**src/sv/dcrs_pkg.sv**
```systemverilog
// ----------------------------------------------------------------------------
// dcrs_pkg: shared types and constants for the day cycle RGB scheduler
// Clock geometry, codes for functions, keys, channels and frame phases, and
// the segment lookup used by the time keeper.
// ----------------------------------------------------------------------------
package dcrs_pkg;

  localparam int HOURS_PER_DAY      = 24;
  localparam int SEGMENTS_EACH_HOUR = 2;
  localparam int SEG_LEN            = 60 / SEGMENTS_EACH_HOUR;
  localparam int SEGS_PER_DAY       = HOURS_PER_DAY * SEGMENTS_EACH_HOUR;
  localparam int SEG_W              = (SEGS_PER_DAY > 1) ? $clog2(SEGS_PER_DAY) : 1;
  localparam int NUM_CH             = 3;

  localparam int MINUTES_MAX = 59;
  localparam int HALF_HOUR   = 30;

  localparam int RECIP_SHIFT = 24;
  localparam int RECIP       = ((1 << RECIP_SHIFT) + SEG_LEN - 1) / SEG_LEN;
  localparam int SAT_LIMIT   = 256 * SEG_LEN;

  localparam logic [2:0] STEP_FINE   = 3'd1;
  localparam logic [2:0] STEP_COARSE = 3'd5;

  localparam logic [1:0] CH_RED   = 2'd0;
  localparam logic [1:0] CH_GREEN = 2'd1;
  localparam logic [1:0] CH_BLUE  = 2'd2;

  localparam logic [7:0] BYTE_SYNC      = 8'hFF;
  localparam logic [7:0] BYTE_ZERO      = 8'h00;
  localparam logic [7:0] LEVEL_MAX      = 8'hFF;
  localparam logic [7:0] LEVEL_SENT_MAX = 8'hFE;

  typedef enum logic [1:0] {
    FUNC_TICK = 2'd0,
    FUNC_KEY  = 2'd1,
    FUNC_LOAD = 2'd2,
    FUNC_IDLE = 2'd3
  } func_t;

  typedef enum logic [3:0] {
    KEY_BLU_DN   = 4'd0,
    KEY_MIN_ZERO = 4'd1,
    KEY_FWD      = 4'd2,
    KEY_BACK     = 4'd3,
    KEY_STEP     = 4'd4,
    KEY_RED_UP   = 4'd5,
    KEY_RED_DN   = 4'd6,
    KEY_GRN_UP   = 4'd7,
    KEY_GRN_DN   = 4'd8,
    KEY_BLU_UP   = 4'd9
  } key_t;

  typedef enum logic [2:0] {
    PH_REPORT = 3'd0,
    PH_SYNC   = 3'd1,
    PH_ZERO   = 3'd2,
    PH_RED    = 3'd3,
    PH_GREEN  = 3'd4,
    PH_BLUE   = 3'd5
  } phase_t;

  typedef struct packed {
    logic [SEG_W-1:0] seg;
    logic [SEG_W-1:0] nseg;
    logic [5:0]       m;
    logic [4:0]       hour;
    logic [5:0]       minute;
  } clock_t;

  typedef struct packed {
    logic [7:0] red;
    logic [7:0] green;
    logic [7:0] blue;
    logic [4:0] hour;
    logic [5:0] minute;
  } report_t;

  function automatic logic [2:0] seg_of_hour(input logic [5:0] minute);
    logic [2:0] r;
    r = 3'd0;
    for (int j = 1; j < SEGMENTS_EACH_HOUR; j++) begin
      if (32'(minute) >= j * SEG_LEN) begin
        r = 3'(j);
      end
    end
    return r;
  endfunction

endpackage

```
**src/sv/dcrs_frame.sv**
```systemverilog
// ----------------------------------------------------------------------------
// dcrs_frame: result register and serial frame sequencer
// Holds one tick's report, then sends FF 00 r g b when the colour differs
// from the last one sent.
// ----------------------------------------------------------------------------
module dcrs_frame import dcrs_pkg::*; (
  input  logic       clk,
  input  logic       rst_n,
  input  logic       load,
  input  report_t    rep,
  input  logic       out_stall,
  output logic       adv,
  output logic       out_valid,
  output logic       out_kind,
  output logic [7:0] out_byte_value,
  output logic [7:0] out_red,
  output logic [7:0] out_green,
  output logic [7:0] out_blue,
  output logic [4:0] out_hour_now,
  output logic [5:0] out_minute_now,
  output logic       out_last
);

  phase_t     phase_r;
  phase_t     phase_nxt;
  logic       busy_r;
  logic       busy_nxt;
  logic       chg_r;
  report_t    rep_r;
  logic [7:0] sent_red_r;
  logic [7:0] sent_green_r;
  logic [7:0] sent_blue_r;
  logic       diff;
  logic       out_fire;

  assign diff     = (rep.red != sent_red_r) || (rep.green != sent_green_r) ||
                    (rep.blue != sent_blue_r);
  assign out_fire = busy_r && !out_stall;
  assign adv      = !busy_r || (!out_stall && out_last);

  always_comb begin
    phase_nxt = phase_r;
    busy_nxt  = busy_r;
    if (out_fire) begin
      if (out_last) begin
        busy_nxt = 1'b0;
      end else begin
        case (phase_r)
          PH_REPORT: phase_nxt = PH_SYNC;
          PH_SYNC:   phase_nxt = PH_ZERO;
          PH_ZERO:   phase_nxt = PH_RED;
          PH_RED:    phase_nxt = PH_GREEN;
          PH_GREEN:  phase_nxt = PH_BLUE;
          default:   phase_nxt = PH_REPORT;
        endcase
      end
    end
    if (load) begin
      busy_nxt  = 1'b1;
      phase_nxt = PH_REPORT;
    end
  end

  always_comb begin
    out_valid      = busy_r;
    out_kind       = 1'b1;
    out_byte_value = 8'd0;
    out_red        = 8'd0;
    out_green      = 8'd0;
    out_blue       = 8'd0;
    out_hour_now   = 5'd0;
    out_minute_now = 6'd0;
    out_last       = 1'b0;
    case (phase_r)
      PH_REPORT: begin
        out_kind       = 1'b0;
        out_red        = rep_r.red;
        out_green      = rep_r.green;
        out_blue       = rep_r.blue;
        out_hour_now   = rep_r.hour;
        out_minute_now = rep_r.minute;
        out_last       = !chg_r;
      end
      PH_SYNC:  out_byte_value = BYTE_SYNC;
      PH_ZERO:  out_byte_value = BYTE_ZERO;
      PH_RED:   out_byte_value = sent_red_r;
      PH_GREEN: out_byte_value = sent_green_r;
      PH_BLUE: begin
        out_byte_value = sent_blue_r;
        out_last       = 1'b1;
      end
      default: out_last = 1'b1;
    endcase
  end

  always_ff @(posedge clk) begin
    if (load) begin
      rep_r <= rep;
    end
  end

  always_ff @(posedge clk) begin
    if (!rst_n) begin
      phase_r      <= PH_REPORT;
      busy_r       <= 1'b0;
      chg_r        <= 1'b0;
      sent_red_r   <= 8'd0;
      sent_green_r <= 8'd0;
      sent_blue_r  <= 8'd0;
    end else begin
      phase_r <= phase_nxt;
      busy_r  <= busy_nxt;
      if (load) begin
        chg_r <= diff;
        if (diff) begin
          sent_red_r   <= (rep.red == LEVEL_MAX) ? LEVEL_SENT_MAX : rep.red;
          sent_green_r <= (rep.green == LEVEL_MAX) ? LEVEL_SENT_MAX : rep.green;
          sent_blue_r  <= (rep.blue == LEVEL_MAX) ? LEVEL_SENT_MAX : rep.blue;
        end
      end
    end
  end

endmodule

```
**config.mk**
```make
export PLATFORM = sky130hd
export DESIGN_NAME = dcrs_frame
export DESIGN_NICKNAME = d
export VERILOG_FILES = /design/src/sv/dcrs_pkg.sv /design/src/sv/dcrs_frame.sv
export SDC_FILE = /design/constraint.sdc
export NUM_CORES = 1
export LEC_CHECK = 0
export BUFFER_PORTS_ARGS = -buffer_cell sky130_fd_sc_hd__buf_2
export CAP_MARGIN = 20
export CORE_MARGIN = 2
export CORE_UTILIZATION = 52
export DETAILED_ROUTE_END_ITERATION = 10
export PLACE_DENSITY = 0.86
export SLEW_MARGIN = 25
export SYNTH_ARGS = -nofsm -noshare
export SYNTH_HDL_FRONTEND = slang
export SYNTH_SLANG_ARGS = --single-unit
```
**constraint.sdc**
```tcl
create_clock -name clk -period 2.3 [get_ports clk]
set_input_delay 0.575 -clock clk [delete_from_list [all_inputs] [get_ports clk]]
set_output_delay 0.575 -clock clk [all_outputs]
set_load 0.005 [all_outputs]
```
## Word level (Yosys, flattened, before mapping)

Index checks and enable logic that the tools add are counted.

- Bitwise operators: 2
- Reduce and logical (&&, ||, !) cells: 16
- Equal/unequal tests: 11
- Muxes and demuxes: 15

Operators by type and width:

| cell | count |
|---|---|
| $mux 8 | 6 |
| $pmux 8 s4 | 1 |
| $eq 8x8->1 const B | 3 |
| $ne 8x8->1 | 3 |
| $pmux 3 s5 | 1 |
| $eq 3x2->1 const B | 2 |
| $eq 3x3->1 const B | 2 |
| $mux 6 | 1 |
| $reduce_and 2->1 | 3 |
| $mux 5 | 1 |
| $mux 1 | 4 |
| $reduce_bool 2->1 | 2 |
| $reduce_or 4->1 | 1 |
| $eq 3x1->1 const B | 1 |
| $logic_not 1->1 | 3 |
| $logic_not 3->1 | 1 |
| $logic_or 1x1->1 | 3 |
| $logic_and 1x1->1 | 2 |
| $not 1->1 | 2 |
| $pmux 1 s2 | 1 |
| $reduce_or 2->1 | 1 |

- Register bits after elaboration: 64
- Output and inout bits: 47
- Word-level logic and storage cells: 55
- Input port bits: 39

## Longest topological paths before layout

Gate-level depths: netlist of the first run.

- Word-level depth: 6
- Gate-level depth with buffers: 7
- Mapped depth without buffers: 5

## Worst setup path after synthesis of the first run

Ideal clock, no wire load.

- Kind: input to register
- Start point: in rep[20] (netlist bit)
- End point: reg sent_red_r[1]
- Setup slack: 0.391 ns
- Buffers on the path: 1
- Stages on the path: 6
- Library setup time: 0.122 ns
- Required time: 2.178 ns
- Arrival time: 1.788 ns
- Cell sequence: xnor2_1 nand4_1 nor4_4 a21oi_2 buf_6 a221o_1

- Word-level cells in the longest chain between the ends: 4

RTL lines:

| what | line | RTL |
|---|---|---|
| from (decl) | dcrs_frame.sv:10 | `input report_t rep,` |
| $ne 8x8->1 | dcrs_frame.sv:36 | `assign diff = (rep.red != sent_red_r) \|\| (rep.green != sent_green_r) \|\|` |
| $logic_or 1x1->1 (2 in series) | dcrs_frame.sv:36 |  |
| $reduce_and 2->1 (no source line) | - |  |
| to (signal assigned) | dcrs_frame.sv:116 | `sent_red_r <= (rep.red == LEVEL_MAX) ? LEVEL_SENT_MAX : rep.red;` |
| to (decl) | dcrs_frame.sv:30 | `logic [7:0] sent_red_r;` |

Every way passes these cells.
A chain may end at the register's enable or synchronous reset.

## Worst setup path in the final report of the first run

- Start point: reg phase_r[2]
- End point: out out_byte_value[2]

- Word-level cells in the longest chain between the ends: 2
- Elaborated cells between the ends (all ways): 5
- Classes of those cells: eq/ne: 4; mux: 1

RTL lines:

| what | line | RTL |
|---|---|---|
| from (decl) | dcrs_frame.sv:24 | `phase_t phase_r;` |
| from (signal assigned) | dcrs_frame.sv:111 | `phase_r <= phase_nxt;` |
| $eq 3x3->1, or another cell as far along | dcrs_frame.sv:74 | `case (phase_r)` |
| $pmux 8 s4 * | dcrs_frame.sv:74 |  |
| to (decl) | dcrs_frame.sv:15 | `output logic [7:0] out_byte_value,` |

Mark *: on every way between the ends. The rest lies on a longest branch, timed or not.

==> impl_results.md, run 1 <==
* Buf+Inv Stages, Crit Path at 2
* Fin Hold WS at 0.413 ns
* Synth Area per Inst at about 11 um2
* Post-Syn Area at 3040 um2
* Top delay family on crit path: flip-flops
* CP max stage cell: dfxtp_2
* End of the worst register-to-register path: sent_green_r[5]
* Number of global-route vias before repair at 2280
* Crit path capture type: output pin
* Synth top cells by count: and2_1, edfxtp_1, dfxtp_1, a221o_1, xnor2_1
* CP required at 1.73 ns
* CORE AREA at 5570 um2
* Synth area leaders: edfxtp_1, dfxtp_1, and2_1, a221o_1, xnor2_1
* Area Growth Syn to Fin at 24.9%
* Ports at 86
* Post_cts resized at 1
* Final hold viol count at 0
* Critical path class: register to output pin
* Max cap viols at 0
* Finished Cell Area at 3800 um2
* Routed WL per cell at 15.8 um
* Clk root buf: clkbuf_8
* Hold crit path type: primary input to register
* RSZ-0062 raised after global routing: no
* Die Width at 80.5 um
* Detailed Routing Iterations Pass 1 at 4
* Clock buffer depth at 2
* CTS Hold Bufs at 0
* Library cells used by synthesis at 33
* Worst slew margin at between 50 and 60%
* Pre-CTS WS at -0.0643 ns
* Worst-path clk slew at roughly 0.060 ns
* DPL Wire Length at 5120 um
* Clock sink count at 64
* Final nets at 406
* CP Cell Sequence: buf_4, nor2b_1, o22ai_1, a22o_1, buf_2
* Worst reg2reg setup slack at 0.27 ns
* CP arrival at 1.59 ns
* Final worst slack at between 0.1 and 0.15 ns
* DIE AREA at roughly 6500 um2
* Number of DRC markers in iteration 0 at 220
* Port bufs at 85
* Static Leak at 1.58 nW
* Routed Antenna Nets at 0
* CP max stage delay at ~0.47 ns
* CTS tree: built
* Sequential cell area fraction in the yosys report at 53.6%
* Post-CTS setup repair buffer count at 0
* Hold Crit Start: rep[5]
* Post-layout min period at 2.16 ns
* Worst Path Max Fanout at 15
* Synthesized flop and latch total at 64
* Worst-skew pair later-pin latency at 0.34 ns
* Placer Congestion at 0.859
* Largest net degree at the start of global routing at 37
* Initial antenna violation count at 0
* Yosys warnings at 0
* Outcome: completed
* Crit start category: register
* Worst-margin pin slew at 0.602 ns
* Most common cell in the netlist: and2_1
* Yosys top cell area share at 34.6%
* H-Tree Depth at 3
* Total CTS buffers at 9
* Worst hold path stage count at 1
* Die height at 80.5 um
* GRT Overall Usage at between 20 and 25%
* Via count at 2435
* Clock Skews at 0.00646 ns
* Mapped Nets at about 310
* Final setup fails at 0
* Starting Density at 54.6%
* Number of vias per cell at 5.48
* Main synth FF type: edfxtp_1
* Layout cell share with drive strength beyond 1 at 33.1%
* RR Startpoint: sent_green_r[1]
* Post-synth top area cell: edfxtp_1
* Antenna diode count at 0
* FFs w/ async S/R, synth at 0%
* Worst r2r path cells at 5
* DRC errors left at 0
* Hold path endpoint: rep_r[5]
* Period Utilization, post-route at 94.0%
* Peak supply drop at 0.290 mV
* Synthesized instance count at around 270
* Fmax at 462 MHz
* First-pass GRT wire length at 10900 um
* GRT overflow at 0
* Routed wire length at about 7000 um
* Power density cells at 693 nW/um2
* EDFF count, synth at 35
* Final max-slew violation count at 0
* Row Count at 27
* Post-DP Area at ~3600 um2
## per-stage QoR
| stage | cells | utilization, % | power (mW) | TNS (ns) |
|---|---|---|---|---|
| finish | 444 | 68.1 | 2.63 | 0 |
| global route | 444 | 68.1 | 2.74 | 0 |
| CTS | 444 | 68.0 | 2.65 | 0 |
| detailed placement | 428 | 64.3 | 1.65 | -0.646 |
| global placement | 428 | 64.3 | 1.64 | -0.0395 |
| floorplan | 268 | - | 1.49 | 0 |
## report_power, final
| group | internal (mW) | total [mW] | switching (mW) |
|---|---|---|---|
| Sequential | 1.29 | 1.33 | 0.0388 |
| Combinational | 0.158 | 0.302 | 0.144 |
| Clock | 0.606 | 1.01 | 0.400 |
| Total | 2.05 | 2.63 | 0.582 |
## cell families after synthesis
family	share of synthesized area, %
multiplexers	0.329
XOR/XNOR	6.91
AO/OA/AOI/OAI	14.4
AND/OR/NAND/NOR	19.7
buffers and inverters	5.02
flip-flops	53.6
## flip-flops by register name, summed over array words and instances, names as in the netlist
signal / flops
chg_r: 1
sent_green_r: 8
rep_r: 35
phase_r: 3
out_valid: 1
sent_red_r: 8
sent_blue_r: 8
## cell usage in the layout (no fill, tap or decap), types with 2 or more instances in the layout
cell,n
a21oi_1,3
a221o_1,23
a22o_1,7
a31oi_1,2
and2_1,51
buf_2,85
buf_4,18
bufinv_16,2
clkbuf_1,3
clkbuf_8,9
dfxtp_1,28
edfxtp_1,35
inv_1,11
nand2_1,5
nand3_1,3
nand4_1,8
nor2_1,14
nor2b_1,10
o21ai_0,5
o22ai_1,8
or3_1,2
xnor2_1,21
xor2_1,3
## worst max path at each step
| stage | startpoint | to | slack, ns | cells after the start |
|---|---|---|---|---|
| 4_1_cts | phase_r[0] | out_red[2] | 0.1 | 5 |
| 2_1_floorplan | rep[20] | sent_red_r[1] | 0.39 | 6 |
| 5_1_grt | phase_r[0] | out_hour_now[1] | 0.04 | 5 |
| 3_5_place_dp | rep[23] | sent_green_r[5] | -0.06 | 6 |
| 6_report | phase_r[2] | out_byte_value[2] | 0.14 | 5 |
| 3_3_place_gp | rep[18] | sent_green_r[5] | -0.04 | 6 |
## area by class of cell
type	instances	area [um2]
Inverter	11	41.3
Clock inverter	4	68.8
Fill cell	423	1780
Clock buffer	12	135
Timing Repair Buffer	103	561
Sequential cell	64	1630
Tap cell	72	90.1
Multi-Input combinational cell	178	1270
## layer usage
| layer | global-route usage, % | up-vias | share of wire (%) |
|---|---|---|---|
| met5 | 0 | - | 0 |
| met4 | 14.7 | 0 | 3.2 |
| met3 | 4.49 | 19 | 7.4 |
| met2 | 34.9 | 111 | 48 |
| met1 | 29.3 | 1134 | 42 |
| li1 | - | 1171 | - |
## worst reg2reg max path, cell delays in order, from the launching register on
cell     delay, ns
dfxtp_1       0.43
xnor2_1       0.17
nand4_1       0.17
nor4_4        0.44
a21oi_4       0.25
a221o_2       0.45
Power figures use the tool's default switching activity.
==> inputs of run 2 (changes only) <==
--- a/config.mk
+++ b/config.mk
@@ -5,13 +5,15 @@
 export SDC_FILE = /design/constraint.sdc
 export NUM_CORES = 1
 export LEC_CHECK = 0
+export ABC_AREA = 1
 export BUFFER_PORTS_ARGS = -buffer_cell sky130_fd_sc_hd__buf_2
 export CAP_MARGIN = 20
 export CORE_MARGIN = 2
-export CORE_UTILIZATION = 52
+export CORE_UTILIZATION = 53
 export DETAILED_ROUTE_END_ITERATION = 10
 export PLACE_DENSITY = 0.86
 export SLEW_MARGIN = 25
 export SYNTH_ARGS = -nofsm -noshare
 export SYNTH_HDL_FRONTEND = slang
 export SYNTH_SLANG_ARGS = --single-unit
+export TNS_END_PERCENT = 30
==> run 2 against run 1 <==
Compared with the run above: register-to-register slack improved by 0.32 ns; critical path depth grew 1; sequential share of layout area shrank 1.7 points; wire length is 12% higher; final area increased by 4.1%; first-iteration DRC count grew 16%; utilization is 2.1 points lower; via count grew 26%; sequential power hardly changed; worst setup slack lost 0.054 ns; die area increased by 6.4%; highest routed layer unchanged.
==> impl_results.md, run 2 <==
* Total CTS buffers at 9 (unchanged)
* CORE AREA at 5990 um2 (+7.5%)
* Static Leak at 2.05 nW (+30%)
* GRT overflow at 0 (unchanged)
* Number of DRC markers in iteration 0 at 256 (+16%)
* Number of vias per cell at 5.05 (-8.0%)
* Final worst slack at 0.0829 ns (-0.0543 ns)
* Outcome: completed
* Row Count at 28 (+3.7%)
* Worst hold path stage count at 1 (unchanged)
* Area Growth Syn to Fin at 19.6%
* CP Cell Sequence: nor2_2, inv_1, nor2_1, clkinv_2, o211ai_1, buf_2
* Worst reg2reg setup slack at 0.59 ns (+0.32 ns)
* Max cap viols at 0 (unchanged)
* CTS tree: built
* Library cells used by synthesis at 27 (-18%)
* Via count at 3079 (+26%)
* Combinational share of power at 15.0% (+3.5 points)
* Worst-margin pin slew at 0.491 ns (-0.111 ns)
* Final hold viol count at 0 (unchanged)
* Post-layout min period at 2.22 ns (+0.0543 ns)
* Synthesized instance count at 444 (+66%)
* CP max stage cell: dfxtp_1
* Switching share of total power at 27.0% (+4.9 points)
* Port bufs at 85 (unchanged)
* Die height at 83.0 um (+3.1%)
* Highest-count cells in the layout ignoring fill and taps: nand2_1, buf_2, nor2_1, inv_1, edfxtp_1
* Most common cell in the netlist: nand2_1
* Net Sw Power at 678 uW (+16%)
* DRC errors left at 0 (unchanged)
* Synth Area per Inst at 7.45 um2 (-34%)
* EDFF count, synth at 35 (unchanged)
* Clock Skews at 0.0113 ns (+0.00480 ns)
* Fraction of power consumed by sequential logic at 53.2% (+2.8 points)
* Clk root buf: clkbuf_8
* Synthesized flop and latch total at 64 (unchanged)
* Main synth FF type: edfxtp_1
* P_int at 1.83 mW (-11%)
* Worst-path clk slew at 0.07 ns (about the same)
* Final non-filler cell total at 610 (+37%)
* Period Utilization, post-route at 96.4% (+2.4 points)
* Peak supply drop at 0.491 mV (+69%)
* Synth top cells by count: nand2_1, nor2_1, inv_1, edfxtp_1, dfxtp_1
* Ports at 86 (unchanged)
* Fin Hold WS at 0.409 ns (-0.00421 ns)
* Placed cell count at 594 (+39%)
* Max reg flops at 35 (unchanged)
* Most flops, register: rep_r
* Critical path class: register to output pin
* Post-synth top area cell: edfxtp_1
* Worst Path Max Fanout at 9 (-6)
* Initial antenna violation count at 0 (unchanged)
* CP arrival at 1.64 ns (+0.05 ns)
* Layout cell share with drive strength beyond 1 at 26.0% (-7.1 points)
* Yosys warnings at 0 (unchanged)
* Worst-skew pair later-pin latency at 0.34 ns (about the same)
* Sequential cell area fraction in the yosys report at 49.3% (-4.3 points)
* Final Util at 66.0% (-2.1 points)
* Pre-CTS WS at 0.246 ns (+0.310 ns)
* Final setup fails at 0 (unchanged)
* DPL Wire Length at 5740 um (+12%)
* Clock sink count at 64 (unchanged)
* Die Width at 83.0 um (+3.1%)
* Crit start category: register
* Mapped Nets at 483 (+57%)
* Worst slew margin at 67.3% (+7.5 points)
* Largest net degree at the start of global routing at 43 (+16%)
* Worst r2r path cells at 12 (+7)
* Post-CTS setup repair buffer count at 0 (unchanged)
* Power density cells at 635 nW/um2 (-8.4%)
* Routed WL per cell at 12.9 um (-18%)
* Detailed Routing Iterations Pass 1 at 6 (+2)
* CP max stage delay at 0.34 ns (-0.13 ns)
* Crit path capture type: output pin
* Yosys top cell area share at 31.8% (-2.8 points)
* Starting Density at 55.2% (+0.65 points)
* Number of global-route vias before repair at 2895 (+27%)
* Synth area leaders: edfxtp_1, dfxtp_1, nand2_1, nor2_1, inv_1
* Fmax at 451 MHz (-2.4%)
* Hold path endpoint: rep_r[0]
* Routed wire length at 7870 um (+12%)
* FFs w/ async S/R, synth at 0% (unchanged)
* Hold crit path type: primary input to register
* End of the worst register-to-register path: sent_blue_r[0]
* Antenna diode count at 0 (unchanged)
* Final nets at 569 (+40%)
* Pwr Total at 2.51 mW (-4.7%)
* Clock power frac at 31.9% (-6.3 points)
* H-Tree Depth at 3 (unchanged)
* Commonest non-fill, non-tap cell in the layout: nand2_1
* Clock buffer depth at 2 (unchanged)
* CP required at 1.73 ns (about the same)
* First-pass GRT wire length at 13000 um (+19%)
* Post-Syn Area at 3310 um2 (+8.8%)
* DIE AREA at 6890 um2 (+6.4%)
* Final max-slew violation count at 0 (unchanged)
* Placer Congestion at 0.890 (+3.6%)
* GRT Overall Usage at 23.4% (+0.59 points)
* Hold Crit Start: rep[0]
* RR Startpoint: sent_red_r[4]
* CTS Hold Bufs at 0 (unchanged)
* Routed Antenna Nets at 0 (unchanged)
[run 2: cell count changes in the layout (fill, tap and decap cells not counted), sizes merged, moves of 10 or more]
cell and delta:
nand3 +24, a221o -24, nor2 +65, inv +81, xnor2 -21, a21oi +23, nor2b -10, buf -11
and2 -52, nand2 +99
[run 2: worst max-delay path, delay by kind of cell, from the launching register on]
kind | cells | cell delay, ns
AO/OA/AOI/OAI | 1 | 0.26
buffers and inverters | 3 | 0.39
AND/OR/NAND/NOR | 2 | 0.30
flip-flops | 1 | 0.34
[run 2: worst max path at each step]
stage                              endpoint  cells after the start        from  slack, ns
after floorplan           out_byte_value[1]                      5  phase_r[2]       0.62
after global placement       sent_blue_r[0]                     12     rep[32]       0.33
after detailed placement     sent_blue_r[0]                     13     rep[32]       0.25
after CTS                 out_byte_value[5]                      6  phase_r[0]       0.04
after global routing      out_byte_value[5]                      5  phase_r[2]     -0.006
final                     out_byte_value[0]                      6  phase_r[0]       0.08
[run 2: power by group through the flow]
stage	registers [mW]	logic, mW	clock network [mW]
after floorplan	1.35	0.212	0
after global placement	1.35	0.358	0
after detailed placement	1.36	0.374	0
after CTS	1.33	0.376	0.811
after global routing	1.34	0.427	0.862
final	1.33	0.375	0.801
[run 2: repair_timing]
item / CTS / global route
gates resized for setup: 2 / 5
pin swaps: 0 / 0
endpoints found under the setup margin: 5 / 7
hold endpoints to repair: 0 / 0
[run 2: cells by family (layout without fill, tap and decap cells)]
kind of cell	Yosys count	in the layout	share of synthesized area, %
AOI/OAI and AO/OA	52	52	9.08
xor gates and xnor gates	1	1	0.265
DFF	64	64	49.3
and+or+nand+nor	217	217	27.8
buffers and inverters	110	201	13.5
[run 2: area by class of cell]
| class | count | area, um2 |
|---|---|---|
| Clock inverter | 4 | 21.3 |
| Timing Repair Buffer | 92 | 478 |
| Sequential cell | 64 | 1630 |
| Tap cell | 75 | 93.8 |
| Fill cell | 504 | 2040 |
| Inverter | 93 | 350 |
| Clock buffer | 12 | 135 |
| Multi-Input combinational cell | 270 | 1240 |
[run 2: stage by stage]
stage                     cell area (um2)   TNS, ns
after global placement               3780         0
after floorplan                      3310         0
after CTS                            3950         0
final                                3960         0
after global routing                 3960  -0.00647
after detailed placement             3780         0
[run 2: routing by layer]
metal  vias up  share of wire (%)  GRT usage [%]
met5         -                  0              0
met4         0                3.9           12.5
met3        32                7.7           4.67
met2       139                 48           38.4
met1      1360                 41           28.9
li1       1548                  -              -
==> inputs of run 3 (changes only) <==
--- a/config.mk
+++ b/config.mk
@@ -5,13 +5,14 @@
 export SDC_FILE = /design/constraint.sdc
 export NUM_CORES = 1
 export LEC_CHECK = 0
-export ABC_AREA = 1
+export ABC_AREA = 0
 export BUFFER_PORTS_ARGS = -buffer_cell sky130_fd_sc_hd__buf_2
 export CAP_MARGIN = 20
 export CORE_MARGIN = 2
-export CORE_UTILIZATION = 53
+export CORE_UTILIZATION = 52
 export DETAILED_ROUTE_END_ITERATION = 10
 export PLACE_DENSITY = 0.86
+export REMOVE_ABC_BUFFERS = 1
 export SLEW_MARGIN = 25
 export SYNTH_ARGS = -nofsm -noshare
 export SYNTH_HDL_FRONTEND = slang
==> run 3 against run 2 <==
Compared with the run above: maximum frequency increased by 1.2%; critical path depth fell by 3; cell count fell by 28%; via count is 23% lower; critical endpoint unchanged; highest routed layer unchanged.
==> impl_results.md, run 3 (same netlist as run 1, synthesis figures left out) <==
* Crit. Startpoint: phase_r[2]
* Period Utilization, post-route at 95.2% (-1.2 points)
* Pre-CTS WS at 0.0925 ns (-0.154 ns)
* Initial antenna violation count at 0 (unchanged)
* Pwr Total at 2.65 mW (+5.6%)
* Post-layout min period at 2.19 ns (-0.0269 ns)
* Post-CTS setup repair buffer count at 0 (unchanged)
* Routed wire length at 6990 um (-11%)
* Final worst slack at 0.110 ns (+0.0269 ns)
* GRT Overall Usage at 22.7% (-0.63 points)
* GRT busiest layer: met2
* Via count at 2386 (-23%)
* Buf+Inv Stages, Crit Path at 1 (-2)
* First-pass GRT wire length at 10800 um (-16%)
* Max reg flops at 35 (unchanged)
* GRT overflow at 0 (unchanged)
* Row Count at 27 (-3.6%)
* Peak supply drop at 0.358 mV (-27%)
* H-Tree Depth at 3 (unchanged)
* Routed Antenna Nets at 0 (unchanged)
* Area Growth Syn to Fin at 23.9%
* Worst Path Max Fanout at 19 (+10)
* Max cap viols at 0 (unchanged)
* Crit start category: register
* Worst slew margin at 40.5% (-27 points)
* Clock buffer depth at 2 (unchanged)
* Worst-path clk slew at 0.07 ns (about the same)
* Fill cell count at 427 (-15%)
* CP Cell Sequence: and2_1, a22o_1, buf_2
* Placer Congestion at 0.856 (-3.9%)
* DRC errors left at 0 (unchanged)
* RSZ-0062 raised after global routing: no
* Fin Hold WS at 0.406 ns (-0.00281 ns)
* Hold crit path type: primary input to register
* RR Startpoint: sent_green_r[1]
* Static Leak at 1.55 nW (-24%)
* CTS tree: built
* Port bufs at 85 (unchanged)
* Antenna diode count at 0 (unchanged)
* Post-DP Area at 3560 um2 (-6.0%)
* Most flops, register: rep_r
* Critical path class: register to output pin
* Detailed Routing Iterations Pass 1 at 4 (-2)
* Fmax at 457 MHz (+1.2%)
* Final hold viol count at 0 (unchanged)
* Routed WL per cell at 15.9 um (+23%)
* Final max-slew violation count at 0 (unchanged)
* Placed cell count at 424 (-29%)
* Hold Crit Start: rep[0]
* Number of DRC markers in iteration 0 at 160 (-38%)
* Finished Cell Area at 3770 um2 (-4.7%)
* Clk root buf: clkbuf_8
* Ports at 86 (unchanged)
* Final nets at 402 (-29%)
* Met2 Resource Use GR at 38.9% (+0.50 points)
* Clock sink count at 64 (unchanged)
* CTS Hold Bufs at 0 (unchanged)
* DPL Wire Length at 5040 um (-12%)
* CP max stage cell: dfxtp_2
* Number of global-route vias before repair at 2365 (-18%)
* CORE AREA at 5570 um2 (-7.0%)
* Worst-skew pair later-pin latency at 0.34 ns (about the same)
* Die height at 80.5 um (-3.0%)
* Clock Skews at 0.0107 ns (-0.000614 ns)
* CP max stage delay at 0.54 ns (+0.20 ns)
* Met1 Use GR at 26.4% (-2.5 points)
* Total CTS buffers at 9 (unchanged)
* Layout cell share with drive strength beyond 1 at 32.9% (+6.9 points)
* GRT met3 Usage at 5.39% (+0.72 points)
* Top delay family on crit path: flip-flops
* CP required at 1.73 ns (about the same)
* Worst-margin pin slew at 0.890 ns (+0.399 ns)
* Starting Density at 54.6% (-0.65 points)
* CP arrival at 1.62 ns (-0.02 ns)
* Post_cts resized at 1 (-1)
* Outcome: completed
* Commonest non-fill, non-tap cell in the layout: buf_2
* Die Width at 80.5 um (-3.0%)
* Power density cells at 703 nW/um2 (+11%)
* DIE AREA at 6480 um2 (-6.0%)
* Final setup fails at 0 (unchanged)
* Highest-count cells in the layout ignoring fill and taps: buf_2, and2_1, edfxtp_1, dfxtp_1, a221o_1
* Final non-filler cell total at 440 (-28%)
* Crit path capture type: output pin
* Number of vias per cell at 5.42 (+7.4%)
* Largest net degree at the start of global routing at 37 (-14%)
[run 3: path summary, 6_finish.rpt]
| check | to | slack (ns) | cells after the start |
|---|---|---|---|
| setup reg to reg | sent_green_r[5] | 0.39 | 6 |
| hold reg to reg | sent_red_r[5] | 0.54 | 1 |
| setup / recovery | out_byte_value[0] | 0.11 | 3 |
| hold / removal | rep_r[0] | 0.41 | 1 |
[run 3: through the flow]
| step | util (%) | TNS (ns) |
|---|---|---|
| 2_1_floorplan | - | -8.32 |
| 3_3_place_gp | 63.8 | 0 |
| 3_5_place_dp | 63.8 | 0 |
| 4_1_cts | 67.6 | 0 |
| 5_1_grt | 67.6 | 0 |
| 6_report | 67.6 | 0 |
[run 3: power breakdown]
part,internal (mW),total [mW],switching (mW)
Sequential,1.29,1.33,0.0397
Clock,0.605,1.03,0.424
Combinational,0.154,0.295,0.142
Total,2.05,2.65,0.605
[run 3: cell type report]
type	instances	area (um2)	share of cell area, %
timing repair buffer	99	531	14.1
clock buffer	10	128	3.39
inverter	11	41.3	1.10
clock inverter	6	83.8	2.22
tap	72	90.1	2.39
sequential	64	1630	43.3
multi-input combinational	178	1260	33.5
[run 3: per-layer routing]
metal  share of wire [%]  vias to the layer above
met5                   0                        -
met4                 2.0                        0
met3                 6.4                       13
met2                  49                       99
met1                  42                     1111
li1                    -                     1163
